### src/sv/srks_pkg.sv
// shared types and constants for the stable record key sorter
`timescale 1ns / 1ps

package srks_pkg;

  localparam int MAX_RECORDS = 64;
  localparam int CNT_W       = $clog2(MAX_RECORDS + 1);
  localparam int PHASE_W     = $clog2(MAX_RECORDS);
  localparam int KEY_W       = 64;
  localparam int TAG_W       = 16;

  typedef struct packed {
    logic [KEY_W-1:0] sort_key;
    logic [TAG_W-1:0] record_tag;
    logic             is_last;
  } in_item_t;

  typedef struct packed {
    logic [KEY_W-1:0] out_key;
    logic [TAG_W-1:0] out_tag;
    logic             out_last;
    logic             overflow;
  } out_item_t;

  // contents of one cell of the chain
  typedef struct packed {
    logic             valid;
    logic [KEY_W-1:0] key;
    logic [TAG_W-1:0] tag;
  } cell_data_t;

  // control broadcast to every cell
  typedef struct packed {
    logic shift;
    logic sort;
    logic desc;
  } cell_ctl_t;

endpackage

### src/sv/srks_cell.sv
// one cell of the sorting chain: holds a record, shifts or swaps with a neighbor
`timescale 1ns / 1ps

module srks_cell
  import srks_pkg::*;
(
  input  logic       clk,
  input  logic       rst,
  input  cell_ctl_t  ctl,
  input  logic       act_hi,
  input  cell_data_t lo,
  input  cell_data_t hi,
  input  logic       swap_lo,
  output cell_data_t data,
  output logic       swap_hi
);

  cell_data_t data_next;
  logic       hi_first;

  // upper neighbor must move ahead: strictly before, or this cell is empty
  always_comb begin
    hi_first = ctl.desc ? (hi.key > data.key) : (hi.key < data.key);
    swap_hi  = act_hi && hi.valid && (!data.valid || hi_first);
  end

  always_comb begin
    data_next = data;
    if (ctl.shift) begin
      data_next = hi;
    end else if (ctl.sort) begin
      if (swap_hi) begin
        data_next = hi;
      end else if (swap_lo) begin
        data_next = lo;
      end
    end
  end

  // only the valid bit is reset, key and tag just follow
  always_ff @(posedge clk) begin
    data.key <= data_next.key;
    data.tag <= data_next.tag;
    if (rst) begin
      data.valid <= 1'b0;
    end else begin
      data.valid <= data_next.valid;
    end
  end

endmodule

### config.mk
export PLATFORM = sky130hd
export DESIGN_NAME = srks_cell
export DESIGN_NICKNAME = d
export VERILOG_FILES = /design/src/sv/srks_pkg.sv /design/src/sv/srks_cell.sv
export SDC_FILE = /design/constraint.sdc
export NUM_CORES = 1
export LEC_CHECK = 0
export BUFFER_PORTS_ARGS = -buffer_cell sky130_fd_sc_hd__buf_2
export CAP_MARGIN = 40
export CORE_MARGIN = 3
export CORE_UTILIZATION = 30
export DETAILED_ROUTE_END_ITERATION = 10
export GPL_ROUTABILITY_DRIVEN = 1
export HOLD_SLACK_MARGIN = 0.05
export SETUP_SLACK_MARGIN = 0.02
export SLEW_MARGIN = 10
export SYNTH_ARGS = -nofsm -noshare
export SYNTH_HDL_FRONTEND = slang
export SYNTH_SLANG_ARGS = --single-unit
### constraint.sdc
create_clock -name clk -period 10.5 [get_ports clk]
set_input_delay 1.575 -clock clk [delete_from_list [all_inputs] [get_ports clk]]
set_output_delay 1.575 -clock clk [all_outputs]
set_load 0.01 [all_outputs]
==> impl_metrics.json <==
{
  "power.density_mw_per_mm2": 136,
  "ys_types": 34,
  "p_int_uw": 672,
  "setup_ws_ns": 4.86,
  "seq_area_frac_synth_pct": 47.0,
  "ys_warn_count": 0,
  "drv_cap": 0,
  "gr-usage-all-layers_pct": 14.1,
  "critPathSlowestCell": "or4_1",
  "htree_levels": 3,
  "cp_slowest_stage_delay_ns": 0.58,
  "regMostFlops": "data",
  "hold_violations": 0,
  "cts_resized": 0,
  "via_per_inst": 4.49,
  "finalSetupViolCount": 0,
  "hold_end": "data[80]$_SDFFE_PP0P_",
  "drtAntennaViolNets": 0,
  "ios": 251,
  "num_vias": 4041,
  "drt_wl_total_microns": 13400,
  "timing.final.crit_share_pct": 53.7,
  "p_sw_share_pct": 28.2,
  "cts.sinks": 81,
  "synth_area_per_cell_sq_um": 12.3,
  "portBuffers": 250,
  "largest_register_ffs": 81,
  "fmax_mhz": 177,
  "rows": 47,
  "period_minus_slack_ns": 5.64,
  "drive_above_1_share_pct": 51.0,
  "clock_latency_ns": 0.34,
  "synthCells": 418,
  "combPwrFrac_pct": 25.0,
  "cts_tree": "built",
  "reg_top3": "data (81)",
  "timing.rr.start": "data[31]$_DFFE_PP_",
  "syn2layout_area_growth_pct": 33.9,
  "tightest_slew_ns": 0.636,
  "synth_most_common_cell": "edfxtp_1",
  "reg2reg_to": "data[43]$_DFFE_PP_",
  "crit_type": "in -> out",
  "nets": 908,
  "grt_pass1_wl_microns": 20500,
  "p_leak_nw": 3.33,
  "hold_depth": 2,
  "ff2ff_path_depth": 11,
  "pwr-share-seq_pct": 44.3,
  "peakVddDrop_mv": 0.0709,
  "outcome": "finished, final reports clean",
  "fin_hold_ws_ns": 0.603,
  "initial_core_util_pct": 30.8,
  "syn_nets": 651,
  "hold_class": "reg -> reg",
  "die_width_microns": 137,
  "path_common_cell": "buf_2",
  "antenna_found_initial": 0,
  "ys_async_sr_fraction_pct": 0,
  "drv_slew": 0,
  "arrival_ns": 4.07,
  "grt_max_degree": 48,
  "worst-path-buf-inv": 3,
  "clk_pin_slew_worst_paths_ns": 0.06,
  "dieArea_sq_mm": 0.0188,
  "rrSetupSlack_ns": 6.73,
  "fin_skew_ns": 0.00803,
  "p_sw_uw": 264,
  "crit_fanout": 3,
  "cts_hold_buf": 0,
  "grt_pass1_vias": 4010,
  "firstDrtPassIters": 4,
  "min_from": "data[80]$_SDFFE_PP0P_",
  "yosysTopAreaCell": "edfxtp_1",
  "numCtsBuffers": 9,
  "cts_buffer_depth": 2,
  "synthFlopType": "edfxtp_1",
  "worstPathCellList": "buf_2 > ha_1 > nand4_1 > nor3_1 > a21boi_0 > or4_1 > a2111oi_2 > nand3b_1 > a31o_2 > inv_1 > buf_2",
  "cp-end-kind": "output port",
  "dpl_worst_slack_ns": 4.82,
  "placed_area_sq_mm": 0.00663,
  "netlist_area_sq_mm": 0.00515,
  "synth_area_leaders": "edfxtp_1 47%, mux2_2 16%, ha_1 16%, inv_1 5.0%, a21oi_1 2.8%",
  "ys_ff_latch": 81,
  "power_frac_clock_pct": 30.7,
  "cp-start-kind": "input pin",
  "utilization_pct": 41.3,
  "post-dp-hpwl_microns": 11100,
  "cts_setup_buffers": 0,
  "synth-edff-count": 80,
  "synthTopCellsByCount": "80 x edfxtp_1, 74 x mux2_2, 69 x inv_1",
  "synth_top_area_share_pct": 46.7,
  "drt_iter0_drc": 72,
  "wl_per_cell_microns": 14.9,
  "critical_path.top_delay_family": "simple AND/OR/NAND/NOR gates",
  "fp.coreArea_sq_mm": 0.0167,
  "maxSlewHeadroom_pct": 57.6,
  "final_cell_area_sq_mm": 0.00689,
  "antennaDiodeCount": 0,
  "gp_congestion": 0.777,
  "cts_root_buffer": "clkbuf_16",
  "tns_ns": 0,
  "required_ns": 8.93,
  "rsz0062_at_grt": "no",
  "drc": 0,
  "gr-total-overflow": 0,
  "die_h_microns": 137
}
[per-layer routing]
layer  share of wire (%)  vias to the layer above  global-route usage (%)  routed length (microns)
met5                   0                        -                       0                        0
met4                 1.5                        0                    5.04                      206
met3                 8.4                       12                    4.41                     1130
met2                  49                      143                    23.5                     6570
met1                  41                     1818                    17.2                     5500
li1                    -                     2068                       -                        -
[worst max-delay path by stage]
stage / from / to / slack [ns] / depth (start not counted)
floorplan: hi[17] / data[0]$_DFFE_PP_ / 0.77 / 9
global placement: hi[75] / swap_hi / 4.84 / 11
detailed placement: hi[31] / swap_hi / 4.82 / 11
CTS: hi[31] / swap_hi / 4.81 / 11
global route: hi[31] / swap_hi / 4.61 / 11
finish: hi[31] / swap_hi / 4.86 / 11
[final cells by class]
| type | count | area, sq um |
|---|---|---|
| well taps | 220 | 275 |
| multi-input cells | 260 | 2390 |
| clock inverters | 5 | 32.5 |
| flip-flops and latches | 81 | 2420 |
| clock buffers | 11 | 233 |
| fillers | 1665 | 9810 |
| repair buffers | 254 | 1280 |
| inverters | 69 | 259 |
[cell usage in the layout (no fill, tap or decap), types with 6 or more instances in the layout]
cell,instances
nand2_1,18
mux2_2,74
buf_2,250
clkbuf_16,9
edfxtp_1,80
ha_1,64
mux2_1,6
nand4_1,17
a21oi_1,29
nand3_1,8
inv_1,69
o21ai_0,9
[cell families after synthesis]
logic type | count (synthesis) | share of synthesized area [%]
compound gates | 55 | 6.85
simple gates | 61 | 6.27
fa+ha+maj | 64 | 15.6
flops | 81 | 47.0
mux | 80 | 17.5
buf+inv | 77 | 6.78
[power groups by stage]
stage                     sequential (mW)  clock (mW)  combinational (mW)
final                               0.414       0.288               0.234
after global routing                0.418       0.315               0.267
after CTS                           0.415       0.302               0.239
after detailed placement            0.421           0               0.238
after global placement              0.420           0               0.237
after floorplan                     0.442           0               0.123
[stage by stage]
stage / instances / power, mW
after floorplan: 418 / 0.565
final: 900 / 0.935
after global placement: 884 / 0.657
after detailed placement: 884 / 0.659
after global routing: 900 / 0.999
after CTS: 900 / 0.956
[worst min-delay path, delay by kind of cell, from the launching register on]
family | cells | cell delay (ns)
compound gates | 1 | 0.07
flops | 1 | 0.37
simple gates | 1 | 0.12
Note: power is estimated with default switching activity, not from simulation.
